**src/sv/usbcap_pkg.sv**
```systemverilog
// Types, constants and helper functions of the USB capture record parser.
package usbcap_pkg;

  typedef enum logic [3:0] {
    PH_FILE    = 4'b0001,
    PH_REC_HDR = 4'b0010,
    PH_BODY    = 4'b0100,
    PH_REJECT  = 4'b1000
  } phase_e;

  typedef enum logic [1:0] {
    KIND_HEADER  = 2'd0,
    KIND_PAYLOAD = 2'd1,
    KIND_STATUS  = 2'd2
  } kind_e;

  typedef enum logic [2:0] {
    ST_OK        = 3'd0,
    ST_TOO_SHORT = 3'd1,
    ST_NOT_PCAP  = 3'd2,
    ST_PCAPNG    = 3'd3,
    ST_BAD_LINK  = 3'd4
  } status_e;

  localparam logic [15:0] MAGIC_BE     = 16'ha1b2;
  localparam logic [15:0] MAGIC_LE     = 16'hd4c3;
  localparam logic [15:0] MAGIC_LE_ALT = 16'h4d3c;
  localparam logic [15:0] MAGIC_NG     = 16'h0a0d;
  localparam logic [31:0] LINK_USB      = 32'd189;
  localparam logic [31:0] LINK_USB_MMAP = 32'd220;
  localparam logic [7:0]  TYPE_SUBMIT   = 8'h53;
  localparam logic [7:0]  TYPE_COMPLETE = 8'h43;
  localparam logic [19:0] USEC_PER_SEC  = 20'd1000000;

  // Byte counter saturates at the first payload offset.
  localparam int unsigned CNT_W   = 7;
  localparam int unsigned PROD_W  = 52;
  localparam int unsigned Q_DEPTH = 3;
  localparam int unsigned Q_CNT_W = 2;

  typedef struct packed {
    kind_e              kind;
    logic [7:0]         transfer_type;
    logic [7:0]         endpoint_number;
    logic [7:0]         device_number;
    logic [31:0]        request_length;
    logic               is_completion;
    logic signed [63:0] time_micros;
    logic [7:0]         payload_byte;
    logic               record_end;
    status_e            status;
  } res_t;

  function automatic status_e file_check(logic [15:0] magic, logic [31:0] link);
    status_e st;
    if (magic == MAGIC_BE || magic == MAGIC_LE || magic == MAGIC_LE_ALT) begin
      st = (link == LINK_USB || link == LINK_USB_MMAP) ? ST_OK : ST_BAD_LINK;
    end else if (magic == MAGIC_NG) begin
      st = ST_PCAPNG;
    end else begin
      st = ST_NOT_PCAP;
    end
    return st;
  endfunction

  function automatic logic [31:0] shift32(logic [31:0] w, logic [7:0] b, logic be);
    return be ? {w[23:0], b} : {b, w[31:8]};
  endfunction

  function automatic logic [63:0] shift64(logic [63:0] w, logic [7:0] b, logic be);
    return be ? {w[55:0], b} : {b, w[63:8]};
  endfunction

endpackage

```
**src/sv/usbcap_if.sv**
```systemverilog
// Stream interfaces of the capture parser: file bytes in, results out.
interface usbcap_in_if;
  logic       valid;
  logic       ready;
  logic [7:0] data_byte;
  logic       end_of_file;

  modport source (output valid, output data_byte, output end_of_file, input ready);
  modport sink   (input valid, input data_byte, input end_of_file, output ready);
endinterface

interface usbcap_out_if;
  logic                valid;
  logic                ready;
  usbcap_pkg::kind_e   kind;
  logic [7:0]          transfer_type;
  logic [7:0]          endpoint_number;
  logic [7:0]          device_number;
  logic [31:0]         request_length;
  logic                is_completion;
  logic signed [63:0]  time_micros;
  logic [7:0]          payload_byte;
  logic                record_end;
  usbcap_pkg::status_e status;

  modport source (output valid, output kind, output transfer_type, output endpoint_number,
                  output device_number, output request_length, output is_completion,
                  output time_micros, output payload_byte, output record_end,
                  output status, input ready);
  modport sink   (input valid, input kind, input transfer_type, input endpoint_number,
                  input device_number, input request_length, input is_completion,
                  input time_micros, input payload_byte, input record_end,
                  input status, output ready);
endinterface

```
**src/sv/usb_capture_record_parser_top.sv**
```systemverilog
// A result is written into the registered result queue; out_o shows its head.
// Throughput: one file byte per cycle; the three-entry result queue drops
// in ready while two or more results wait, since the last byte may cause two.
// Timestamp: one 32x20 multiplier, used at body bytes 24 and 25.
// Reset: rst_ni clears the parser state and empties the result queue; the end
// of a file also returns the parser to its reset state.
module usb_capture_record_parser_top (
  input  logic                 clk_i,
  input  logic                 rst_ni,
  usbcap_in_if.sink            in_i,
  usbcap_out_if.source         out_o
);

  usbcap_pkg::phase_e phase_q, phase_d;
  logic [usbcap_pkg::CNT_W-1:0] cnt_q, cnt_d;
  logic        be_q, be_d;
  logic [15:0] magic_q, magic_d;
  logic [31:0] word_q, word_d;
  logic [31:0] rem_q, rem_d;
  logic [7:0]  kind_byte_q, kind_byte_d;
  logic [7:0]  xfer_q, xfer_d;
  logic [7:0]  ep_q, ep_d;
  logic [7:0]  dev_q, dev_d;
  logic [31:0] len_q, len_d;
  logic [63:0] secs_q, secs_d;
  logic [31:0] usec_q, usec_d;
  logic [63:0] acc_q, acc_d;
  logic        accepted_q, accepted_d;

  logic        in_fire;
  logic [7:0]  b;
  logic [31:0] mul_a;
  logic [usbcap_pkg::PROD_W-1:0] prod;
  logic [31:0] rem_next;
  logic        last;
  usbcap_pkg::res_t rec_res, stat_res, r0, r1;
  logic [usbcap_pkg::Q_CNT_W-1:0] n_res;
  logic        rec_valid;

  usbcap_pkg::res_t q_q [usbcap_pkg::Q_DEPTH];
  usbcap_pkg::res_t q_d [usbcap_pkg::Q_DEPTH];
  usbcap_pkg::res_t q_s [usbcap_pkg::Q_DEPTH];
  logic [usbcap_pkg::Q_CNT_W-1:0] qcnt_q, qcnt_d, base;
  logic pop;

  assign b       = in_i.data_byte;
  assign in_fire = in_i.valid && in_i.ready;
  assign in_i.ready = qcnt_q <= usbcap_pkg::Q_CNT_W'(usbcap_pkg::Q_DEPTH - 2);

  // Low half of seconds at byte 24, high half at byte 25.
  assign mul_a = (cnt_q == 7'd24) ? secs_q[31:0] : secs_q[63:32];
  assign prod  = {20'd0, mul_a} * {32'd0, usbcap_pkg::USEC_PER_SEC};
  assign rem_next = rem_q - 32'd1;
  assign last     = (rem_next == 32'd0) || in_i.end_of_file;

  always_comb begin
    phase_d     = phase_q;
    cnt_d       = cnt_q;
    be_d        = be_q;
    magic_d     = magic_q;
    word_d      = word_q;
    rem_d       = rem_q;
    kind_byte_d = kind_byte_q;
    xfer_d      = xfer_q;
    ep_d        = ep_q;
    dev_d       = dev_q;
    len_d       = len_q;
    secs_d      = secs_q;
    usec_d      = usec_q;
    acc_d       = acc_q;
    accepted_d  = accepted_q;
    rec_res     = '0;
    rec_valid   = 1'b0;
    stat_res    = '0;
    r0          = '0;
    r1          = '0;
    n_res       = '0;

    if (in_fire) begin
      case (phase_q)
        usbcap_pkg::PH_FILE: begin
          if (cnt_q == 7'd0) begin
            magic_d = {b, 8'h00};
          end else if (cnt_q == 7'd1) begin
            magic_d = {magic_q[15:8], b};
            be_d    = ({magic_q[15:8], b} == usbcap_pkg::MAGIC_BE);
          end else if (cnt_q inside {[7'd20:7'd23]}) begin
            word_d = usbcap_pkg::shift32(word_q, b, be_q);
          end
          cnt_d = cnt_q + 7'd1;
          if (cnt_q == 7'd23) begin
            cnt_d   = '0;
            phase_d = (usbcap_pkg::file_check(magic_d, word_d) == usbcap_pkg::ST_OK)
                      ? usbcap_pkg::PH_REC_HDR : usbcap_pkg::PH_REJECT;
          end
        end
        usbcap_pkg::PH_REC_HDR: begin
          if (cnt_q inside {[7'd8:7'd11]}) begin
            word_d = usbcap_pkg::shift32(word_q, b, be_q);
          end
          cnt_d = cnt_q + 7'd1;
          if (cnt_q == 7'd15) begin
            cnt_d      = '0;
            rem_d      = word_d;
            accepted_d = 1'b0;
            phase_d    = (word_d != 32'd0) ? usbcap_pkg::PH_BODY : usbcap_pkg::PH_REC_HDR;
          end
        end
        usbcap_pkg::PH_BODY: begin
          if (cnt_q == 7'd8) begin
            kind_byte_d = b;
          end else if (cnt_q == 7'd9) begin
            xfer_d = b;
          end else if (cnt_q == 7'd10) begin
            ep_d = b;
          end else if (cnt_q == 7'd11) begin
            dev_d = b;
          end else if (cnt_q inside {[7'd16:7'd23]}) begin
            secs_d = usbcap_pkg::shift64(secs_q, b, be_q);
          end else if (cnt_q inside {[7'd24:7'd27]}) begin
            usec_d = usbcap_pkg::shift32(usec_q, b, be_q);
          end else if (cnt_q inside {[7'd32:7'd35]}) begin
            len_d = usbcap_pkg::shift32(len_q, b, be_q);
          end

          // Build seconds * 1e6 + signed microseconds over three bytes.
          if (cnt_q == 7'd24) begin
            acc_d = 64'(prod);
          end else if (cnt_q == 7'd25) begin
            acc_d = acc_q + {prod[31:0], 32'd0};
          end else if (cnt_q == 7'd28) begin
            acc_d = acc_q + {{32{usec_q[31]}}, usec_q};
          end

          if (cnt_q == 7'd63) begin
            if (kind_byte_q == usbcap_pkg::TYPE_SUBMIT ||
                kind_byte_q == usbcap_pkg::TYPE_COMPLETE) begin
              accepted_d              = 1'b1;
              rec_valid               = 1'b1;
              rec_res.kind            = usbcap_pkg::KIND_HEADER;
              rec_res.transfer_type   = xfer_q;
              rec_res.endpoint_number = ep_q;
              rec_res.device_number   = dev_q;
              rec_res.request_length  = len_q;
              rec_res.is_completion   = (kind_byte_q == usbcap_pkg::TYPE_COMPLETE);
              rec_res.time_micros     = acc_q;
              rec_res.record_end      = last;
            end
          end else if (cnt_q == 7'd64 && accepted_q) begin
            rec_valid            = 1'b1;
            rec_res.kind         = usbcap_pkg::KIND_PAYLOAD;
            rec_res.payload_byte = b;
            rec_res.record_end   = last;
          end

          // Hold the counter once past the body header.
          cnt_d = (cnt_q == 7'd64) ? cnt_q : cnt_q + 7'd1;
          rem_d = rem_next;
          if (rem_next == 32'd0) begin
            cnt_d   = '0;
            phase_d = usbcap_pkg::PH_REC_HDR;
          end
        end
        usbcap_pkg::PH_REJECT: begin
          // Drop every byte until the end of the file.
        end
        default: begin
          phase_d = usbcap_pkg::PH_FILE;
        end
      endcase

      if (rec_valid) begin
        r0    = rec_res;
        n_res = usbcap_pkg::Q_CNT_W'(1);
      end

      if (in_i.end_of_file) begin
        stat_res.kind = usbcap_pkg::KIND_STATUS;
        if (phase_d == usbcap_pkg::PH_FILE) begin
          stat_res.status = usbcap_pkg::ST_TOO_SHORT;
        end else if (phase_d == usbcap_pkg::PH_REJECT) begin
          stat_res.status = usbcap_pkg::file_check(magic_d, word_d);
        end else begin
          stat_res.status = usbcap_pkg::ST_OK;
        end
        if (rec_valid) begin
          r1    = stat_res;
          n_res = usbcap_pkg::Q_CNT_W'(2);
        end else begin
          r0    = stat_res;
          n_res = usbcap_pkg::Q_CNT_W'(1);
        end

        // Return to the reset state for the next file.
        phase_d     = usbcap_pkg::PH_FILE;
        cnt_d       = '0;
        be_d        = 1'b0;
        magic_d     = '0;
        word_d      = '0;
        rem_d       = '0;
        kind_byte_d = '0;
        xfer_d      = '0;
        ep_d        = '0;
        dev_d       = '0;
        len_d       = '0;
        secs_d      = '0;
        usec_d      = '0;
        acc_d       = '0;
        accepted_d  = 1'b0;
      end
    end
  end

  always_ff @(posedge clk_i or negedge rst_ni) begin
    if (!rst_ni) begin
      phase_q     <= usbcap_pkg::PH_FILE;
      cnt_q       <= '0;
      be_q        <= 1'b0;
      magic_q     <= '0;
      word_q      <= '0;
      rem_q       <= '0;
      kind_byte_q <= '0;
      xfer_q      <= '0;
      ep_q        <= '0;
      dev_q       <= '0;
      len_q       <= '0;
      secs_q      <= '0;
      usec_q      <= '0;
      acc_q       <= '0;
      accepted_q  <= 1'b0;
    end else begin
      phase_q     <= phase_d;
      cnt_q       <= cnt_d;
      be_q        <= be_d;
      magic_q     <= magic_d;
      word_q      <= word_d;
      rem_q       <= rem_d;
      kind_byte_q <= kind_byte_d;
      xfer_q      <= xfer_d;
      ep_q        <= ep_d;
      dev_q       <= dev_d;
      len_q       <= len_d;
      secs_q      <= secs_d;
      usec_q      <= usec_d;
      acc_q       <= acc_d;
      accepted_q  <= accepted_d;
    end
  end

  // Result queue: entry 0 is the head shown on out_o.
  assign pop  = (qcnt_q != '0) && out_o.ready;
  assign base = qcnt_q - usbcap_pkg::Q_CNT_W'(pop);

  always_comb begin
    for (int i = 0; i < usbcap_pkg::Q_DEPTH - 1; i++) begin
      q_s[i] = pop ? q_q[i+1] : q_q[i];
    end
    q_s[usbcap_pkg::Q_DEPTH-1] = q_q[usbcap_pkg::Q_DEPTH-1];
    for (int i = 0; i < usbcap_pkg::Q_DEPTH; i++) begin
      if (n_res != '0 && usbcap_pkg::Q_CNT_W'(i) == base) begin
        q_d[i] = r0;
      end else if (n_res == usbcap_pkg::Q_CNT_W'(2) &&
                   usbcap_pkg::Q_CNT_W'(i) == base + usbcap_pkg::Q_CNT_W'(1)) begin
        q_d[i] = r1;
      end else begin
        q_d[i] = q_s[i];
      end
    end
    qcnt_d = base + n_res;
  end

  always_ff @(posedge clk_i or negedge rst_ni) begin
    if (!rst_ni) begin
      qcnt_q <= '0;
    end else begin
      qcnt_q <= qcnt_d;
    end
  end

  always_ff @(posedge clk_i) begin
    q_q <= q_d;
  end

  assign out_o.valid           = qcnt_q != '0;
  assign out_o.kind            = q_q[0].kind;
  assign out_o.transfer_type   = q_q[0].transfer_type;
  assign out_o.endpoint_number = q_q[0].endpoint_number;
  assign out_o.device_number   = q_q[0].device_number;
  assign out_o.request_length  = q_q[0].request_length;
  assign out_o.is_completion   = q_q[0].is_completion;
  assign out_o.time_micros     = q_q[0].time_micros;
  assign out_o.payload_byte    = q_q[0].payload_byte;
  assign out_o.record_end      = q_q[0].record_end;
  assign out_o.status          = q_q[0].status;

endmodule

```
**src/flat_wrapper.sv**
```systemverilog
// flat-port wrapper written by rule: the top's interface ports become plain ports
module usb_capture_record_parser_top_flat 
  (clk_i, rst_ni, in_i_valid, in_i_data_byte, in_i_end_of_file, in_i_ready, out_o_valid, out_o_kind, out_o_transfer_type, out_o_endpoint_number, out_o_device_number, out_o_request_length, out_o_is_completion, out_o_time_micros, out_o_payload_byte, out_o_record_end, out_o_status, out_o_ready);
  usbcap_in_if in_i_i ();
  usbcap_out_if out_o_i ();
  input  logic clk_i;
  input  logic rst_ni;
  input wire logic [$bits(in_i_i.valid)-1:0] in_i_valid;
  input wire logic [$bits(in_i_i.data_byte)-1:0] in_i_data_byte;
  input wire logic [$bits(in_i_i.end_of_file)-1:0] in_i_end_of_file;
  output wire logic [$bits(in_i_i.ready)-1:0] in_i_ready;
  output wire logic [$bits(out_o_i.valid)-1:0] out_o_valid;
  output wire logic [$bits(out_o_i.kind)-1:0] out_o_kind;
  output wire logic [$bits(out_o_i.transfer_type)-1:0] out_o_transfer_type;
  output wire logic [$bits(out_o_i.endpoint_number)-1:0] out_o_endpoint_number;
  output wire logic [$bits(out_o_i.device_number)-1:0] out_o_device_number;
  output wire logic [$bits(out_o_i.request_length)-1:0] out_o_request_length;
  output wire logic [$bits(out_o_i.is_completion)-1:0] out_o_is_completion;
  output wire logic [$bits(out_o_i.time_micros)-1:0] out_o_time_micros;
  output wire logic [$bits(out_o_i.payload_byte)-1:0] out_o_payload_byte;
  output wire logic [$bits(out_o_i.record_end)-1:0] out_o_record_end;
  output wire logic [$bits(out_o_i.status)-1:0] out_o_status;
  input wire logic [$bits(out_o_i.ready)-1:0] out_o_ready;
  assign in_i_i.valid = in_i_valid;
  assign in_i_i.data_byte = in_i_data_byte;
  assign in_i_i.end_of_file = in_i_end_of_file;
  assign in_i_ready = in_i_i.ready;
  assign out_o_valid = out_o_i.valid;
  assign out_o_kind = out_o_i.kind;
  assign out_o_transfer_type = out_o_i.transfer_type;
  assign out_o_endpoint_number = out_o_i.endpoint_number;
  assign out_o_device_number = out_o_i.device_number;
  assign out_o_request_length = out_o_i.request_length;
  assign out_o_is_completion = out_o_i.is_completion;
  assign out_o_time_micros = out_o_i.time_micros;
  assign out_o_payload_byte = out_o_i.payload_byte;
  assign out_o_record_end = out_o_i.record_end;
  assign out_o_status = out_o_i.status;
  assign out_o_i.ready = out_o_ready;
  usb_capture_record_parser_top u_core (.clk_i(clk_i), .rst_ni(rst_ni), .in_i(in_i_i), .out_o(out_o_i));
endmodule
```
**config.mk**
```make
export PLATFORM = sky130hd
export DESIGN_NAME = usb_capture_record_parser_top_flat
export DESIGN_NICKNAME = d
export VERILOG_FILES = /design/src/sv/usbcap_pkg.sv /design/src/sv/usbcap_if.sv /design/src/sv/usb_capture_record_parser_top.sv /design/src/flat_wrapper.sv
export SDC_FILE = /design/constraint.sdc
export NUM_CORES = 2
export LEC_CHECK = 0
export BUFFER_PORTS_ARGS = -buffer_cell sky130_fd_sc_hd__clkbuf_2
export CAP_MARGIN = 40
export CORE_MARGIN = 2
export CORE_UTILIZATION = 45
export DETAILED_ROUTE_END_ITERATION = 16
export PLACE_DENSITY_LB_ADDON = 0.2
export SYNTH_ARGS = -nofsm -noshare
export SYNTH_HDL_FRONTEND = slang
export SYNTH_SLANG_ARGS = --single-unit
```
**constraint.sdc**
```tcl
create_clock -name clk_i -period 20.5 [get_ports clk_i]
set_clock_uncertainty 0.05 [all_clocks]
set_input_delay 2.05 -clock clk_i [delete_from_list [all_inputs] [get_ports clk_i]]
set_output_delay 2.05 -clock clk_i [all_outputs]
set_load 0.02 [all_outputs]
```
==> Word-level counts from Yosys, hierarchy flattened <==
Index checks and enable logic that the tools add are counted.
{ "op_classes": {"addsub": 7, "mul": 1, "order_cmp": 10, "n_eq_ne": 49, "mux": 140, "reduce_logical": 58} }
{ "op_table": {"columns": ["operator", "n"], "rows": [
  ["two-way mux 135 bit", 15],
  ["two-way mux 32 bit", 33],
  ["two-way mux 64 bit", 13],
  ["two-way mux 121 bit", 2],
  ["two-way mux 8 bit", 20],
  ["two-way mux 132 bit", 1],
  ["adder 64 bit", 2],
  ["equality test 32 x 8 -> 1 bit, second input constant", 4],
  ["case mux 32 bit (2 select lines)", 2],
  ["two-way mux 16 bit", 6],
  ["equality test 16 bit, second input constant", 5],
  ["multiplier 32 x 14 -> 46 bit, second input constant", 1],
  ["equality test 7 x 4 -> 1 bit, second input constant", 5],
  ["two-way mux 7 bit", 5],
  ["equality test 16 x 12 -> 1 bit, second input constant", 2],
  ["equality test 16 x 15 -> 1 bit, second input constant", 2],
  ["zero test 32 bit", 1],
  ["nonzero test 32 bit", 1],
  ["subtractor 32 x 1 -> 32 bit, second input constant", 1],
  ["two-way mux 3 bit", 10],
  ["equality test 7 x 5 -> 1 bit, second input constant", 4],
  ["nonzero test 2 bit", 13],
  ["two-way mux 4 bit", 6],
  ["greater-or-equal comparator 7 x 5 -> 1 bit, second input constant", 3],
  ["44 further kinds", 108]
]} }
{ "word_totals": {"ff_bits": 724, "input_bits": 13, "out_inout_bits": 137, "wordCells": 311} }

==> Logic depth before layout (Yosys ltp) <==
{ "logic_depth": {"depth_word": 27, "depth_mapped": 36} }

==> Worst setup path before layout <==
OpenSTA, ideal clock, no wires.
{ "synth_path": {"kind": "input port to flip-flop", "from": "in out_o_ready", "to": "reg u_core.q_q[0] (netlist name), enable pin", "setup_ns": 0.673, "t_arrival_ns": 9.420, "setup_slack_ns": 10.356, "cell_stages": 6, "path_buffers": 1, "path_cell_list": "nand2_1 > inv_1 > ha_1 > clkbuf_1 > or3_1 > a21oi_1"} }
{ "synth_between": {"elab_chain_cells": 6, "word_cells_on_any_way": 8} }
{ "synth_rtl": {"columns": ["item", "line", "rtl"], "rows": [
  ["from (decl)", "flat_wrapper.sv:23", "input wire logic [$bits(out_o_i.ready)-1:0] out_o_ready;"],
  ["logical AND 1 bit *", "usb_capture_record_parser_top.sv:251", "assign pop = (qcnt_q != '0) && out_o.ready;"],
  ["subtractor 2 x 1 -> 2 bit *", "usb_capture_record_parser_top.sv:252", "assign base = qcnt_q - usbcap_pkg::Q_CNT_W'(pop);"],
  ["adder 2 x 1 -> 2 bit", "usb_capture_record_parser_top.sv:263", "usbcap_pkg::Q_CNT_W'(i) == base + usbcap_pkg::Q_CNT_W'(1)) begin"],
  ["equality test 2 bit", "usb_capture_record_parser_top.sv:263", null],
  ["logical AND 1 bit", "usb_capture_record_parser_top.sv:262", "end else if (n_res == usbcap_pkg::Q_CNT_W'(2) &&"],
  ["nonzero test 2 bit (no source line) *", null, null],
  ["to (signal assigned)", "usb_capture_record_parser_top.sv:281", "q_q <= q_d;"],
  ["to (decl)", "usb_capture_record_parser_top.sv:40", "usbcap_pkg::res_t q_q [usbcap_pkg::Q_DEPTH];"]
]} }
Mark *: on every way between the ends. The rest lies on a longest branch, timed or not.
A chain may end at the register's enable or synchronous reset.

==> Final worst setup path <==
{ "layout_path": {"from": "reg u_core.cnt_q[4] (netlist name)", "to": "reg u_core.acc_q[63]"} }
{ "layout_between": {"elab_chain_cells": 8, "word_cells_on_any_way": 12} }
{ "layout_rtl": {"columns": ["item", "line", "rtl"], "rows": [
  ["from (decl)", "usb_capture_record_parser_top.sv:15", "logic [usbcap_pkg::CNT_W-1:0] cnt_q, cnt_d;"],
  ["from (signal assigned)", "usb_capture_record_parser_top.sv:233", "cnt_q <= cnt_d;"],
  ["equality test 7 x 5 -> 1 bit", "usb_capture_record_parser_top.sv:51, usb_capture_record_parser_top.sv:127", null],
  ["two-way mux 32 bit", "usb_capture_record_parser_top.sv:51", "assign mul_a = (cnt_q == 7'd24) ? secs_q[31:0] : secs_q[63:32];"],
  ["multiplier 32 x 14 -> 46 bit", "usb_capture_record_parser_top.sv:52", "assign prod = {20'd0, mul_a} * {32'd0, usbcap_pkg::USEC_PER_SEC};"],
  ["adder 64 bit", "usb_capture_record_parser_top.sv:130", "acc_d = acc_q + {prod[31:0], 32'd0};"],
  ["two-way mux 64 bit", "usb_capture_record_parser_top.sv:129", "end else if (cnt_q == 7'd25) begin"],
  ["two-way mux 64 bit", "usb_capture_record_parser_top.sv:127", "if (cnt_q == 7'd24) begin"],
  ["two-way mux 64 bit", "usb_capture_record_parser_top.sv:80", "case (phase_q)"],
  ["two-way mux 64 bit", "usb_capture_record_parser_top.sv:177", "if (in_i.end_of_file) begin"],
  ["to (signal assigned)", "usb_capture_record_parser_top.sv:229", "acc_q <= '0;"],
  ["to (signal assigned)", "usb_capture_record_parser_top.sv:245", "acc_q <= acc_d;"],
  ["to (decl)", "usb_capture_record_parser_top.sv:27", "logic [63:0] acc_q, acc_d;"]
]} }
Several ways; a longest one is shown, not always the timed one. The select of a mux whose other input is x is not followed.

==> results.env <==
GRT_UTIL_ALL_LAYERS=0.241
ROUTEDWLPERCELL_UM=22.3
CRIT_PATH_MAX_INCR_DELAY_NS=0.60
WORST_R2R_ENDPOINT='u_core.acc_q[63]'
POST_CTS_RESIZE_COUNT=0
TIMING_WORST_SLEW_PIN_VALUE_NS=0.992
GRT_START_MAX_NET_PINS=136
CELLLEAKAGEPOWER_nW=21.6
SYN-CELL-AREA_MM2=0.0457
MAXIMUM_CAPACITANCE_VIOLATIONS=0
CLK-INSERTION-DELAY-LATE_NS=0.68
NUMCTSBUFFERS=81
YS_DOMINANT_REG_CELL='edfxtp_1'
WORSTREGTOREGCELLS=30
IO_PINS=150
LAYOUT-DRIVE-GT1-SHARE=0.101
POWER.IR.VDD_WORST_mV=0.0742
GRT_ANTENNA_BEFORE_REPAIR=2
FLOORPLAN.DIE.WIDTH_UM=323
STD_CELL_ROWS=116
MIN_PATH_TYPE='reg2reg'
POSTROUTEWIRELENGTH_UM=126000
WORST_SETUP_HOLD_PATH_CLK_SLEW_NS=0.07
CTS_SETUP_BUFFERS=0
SETUP_VIOLATORS_FINAL=0
CRITICAL_PATH.REG2REG.STARTPOINT='u_core.cnt_q[4]'
SYNTHARSTFLOPSHARE=0.441
TIMING_HOLD_VIOLATIONS_FINAL=0
CTS_TREE='built'
MAPPEDNETLISTNETS=4723
CP_SLOWEST_CELL='mux2i_1'
SYNTHESIS_TO_FINISH_AREA_GROWTH_PCT=8.75
SETUP-TNS-FINAL_NS=0
YS_FF_LATCH=724
HOLD_END='u_core.rem_q[14]'
GRT_PASS1_WL_UM=195000
CP.BUFFERS_INVERTERS=4
POST-SYNTH-TOP-AREA-CELL='edfxtp_1'
FLOORPLAN.INITIALDENSITY=0.455
DR_TOTAL_VIAS=33558
SYNTH.MOST_COMMON_CELL='edfxtp_1'
CP_MAX_FO=46
FIN_CRIT_NS=8.78
SYNTH.LIB_CELLS_USED.DISTINCT=94
NUMBER_OF_OPTIMIZATION_ITERATIONS_IN_THE_FIRST_DETAILED_ROUTE_PASS=7
LAYOUT_WORST_PATH_CYCLE_SHARE=0.428
OVERFLOW=0
CTS_SINKS=724
START_KIND='flop'
GP_ROUTABILITY_CONGESTION=0.921
P_PER_AREA_mW_PER_MM2=114
CTS.PATH.MAX_BUFFERS=3
HOLDCRITSTARTPOINT='u_core.rem_q[14]'
REQUIRED_NS=20.99
NETLIST_TOP_CELLS_COUNT='edfxtp_1 (405), nand2_1 (368), dfrtp_1 (318)'
NETS_FINISH=4633
SYN-INSTANCE-COUNT=4324
PLACE.DETAILED.HPWL_UM=89600
RSZ0062_AT_GRT='false'
FINAL-MAX-SLEW-VIOLATION-COUNT=0
TIMING.CRITICAL_PATH.MAX_DELAY_FAMILY='adder cells'
SYNTH_SEQUENTIAL_AREA_RATIO=0.441
BUFFER_TYPE_AT_THE_CLOCK_TREE_ROOT='clkbuf_16'
PLACE_WORST_SETUP_SLACK_NS=11.82
YS_WARN_COUNT=0
SYNTHTOPCELLSBYAREA='edfxtp_1 (27%), dfrtp_1 (17%), ha_1 (6.9%), fa_1 (5.9%), a22o_1 (5.4%)'
FMAX_GHz=0.114
SLEW-LIMIT-HEADROOM=0.338
CRITPATHCAPTURETYPE='flop'
SYNTH_AREA_PER_CELL_UM2=10.6
CTSHOLDBUFFERS=0
DIEHEIGHT_UM=323
VIAS_PER_CELL=5.93
RRSETUPSLACK_NS=11.72
CP.ARRIVAL_NS=9.27
STATUS='completed'
DIEAREA_MM2=0.104
DRC_ERRORS_LEFT=0
DRT_ITER0_MARKERS=3221
CORE_AREA_MM2=0.100
WORST_SLACK_NS=11.72
PLACEMENT.IO_BUFFERS=149
CTS_HTREE_LEVELS=3
ANT_NETS=0
SYNTH_EDF_COUNT=405
VIAS_IN_THE_FIRST_GLOBAL_ROUTE=31767
SYNTH_TOP_AREA_SHARE=0.266
CRIT_PATH_CLASS='reg2reg'
HOLD-PATH-CELL-COUNT=2
[flip-flops by register name, summed over array words and instances, names as in the netlist, 16 cells and up]
name / count
u_core.acc_q: 64
u_core.len_q: 32
u_core.magic_q: 16
u_core.out_o.request_length: 32
u_core.out_o.time_micros: 64
u_core.q_q: 270
u_core.rem_q: 32
u_core.secs_q: 64
u_core.usec_q: 32
u_core.word_q: 32
[how the worst max path moves through the flow]
stage / start / end / slack [ns] / depth (start not counted)
global placement: u_core.cnt_q[2] / u_core.acc_q[62] / 12.06 / 28
finish: u_core.cnt_q[4] / u_core.acc_q[63] / 11.72 / 30
global route: u_core.cnt_q[4] / u_core.acc_q[63] / 11.03 / 30
floorplan: out_o_ready / u_core.q_q[0] / 10.36 / 6
CTS: u_core.cnt_q[4] / u_core.acc_q[63] / 11.79 / 30
detailed placement: u_core.cnt_q[2] / u_core.acc_q[63] / 11.82 / 28
[layout make-up]
type | count | area (µm²)
clock inverter | 37 | 464
tap | 1357 | 1700
clock buffer | 114 | 2260
multi-input combinational | 2999 | 22900
antenna | 1 | 2.50
timing repair buffer | 213 | 1410
inverter | 215 | 807
sequential | 724 | 20100
fill | 9194 | 50700
[layout by cell type (no fill, tap or decap), drive strengths merged, types with 45 or more instances in the layout]
cell	synthesis	final
a211oi	45	45
a21o	69	69
a21oi	216	216
a22o	281	281
a22oi	53	53
and2	133	133
buf	168	66
clkbuf	218	261
dfrtp	318	318
edfxtp	405	405
fa	134	134
ha	252	252
inv	215	221
mux2i	157	157
nand2	368	368
nand3	45	45
nor2	191	191
nor3	64	64
o21ai	280	280
o31ai	127	127
xnor2	89	89
[routing by layer]
metal  up-vias  global-route usage  wire (µm)
met5         -                   0          0
met4         0              0.0693       3410
met3       197              0.0302       6930
met2      1027               0.373      57700
met1     16683               0.353      58100
li1      15651                   -          -
[kinds of logic after synthesis]
kind of cell / Yosys count / synth area share
AO/OA/AOI/OAI: 1257 / 0.190
XOR/XNOR: 133 / 0.0255
adder cells (fa/ha/maj): 387 / 0.128
buffers and inverters: 601 / 0.0610
flip-flops: 724 / 0.441
multiplexers: 198 / 0.0445
AND/OR/NAND/NOR: 1024 / 0.111
[per-stage QoR]
stage           util  hold slack [ns]  cells  total power [W]  instance area (µm²)
6_report       0.495            0.460   5660          0.00565                49700
3_3_place_gp   0.465            0.436   5493          0.00416                46700
2_1_floorplan      -            0.411   4324          0.00363                45700
4_1_cts        0.495            0.460   5659          0.00568                49700
5_1_grt        0.495            0.476   5659          0.00597                49700
3_5_place_dp   0.468            0.448   5508          0.00417                47000
[worst register-to-register path: cells and delay by family (launching register included)]
kind            cells  cell delay, ns
fa+ha+maj           8            3.22
mux                 1            0.63
flops               1            0.49
simple gates        8            1.37
xor+xnor            2            0.44
buf+inv             4            0.70
compound gates      7            1.78
[power by group]
part | total (W) | internal (W) | switching (W)
clock network | 0.00149 | 0.000858 | 0.000629
logic | 0.00196 | 0.000704 | 0.00126
registers | 0.00220 | 0.00191 | 0.000296
(Power assumes the default switching activity.)
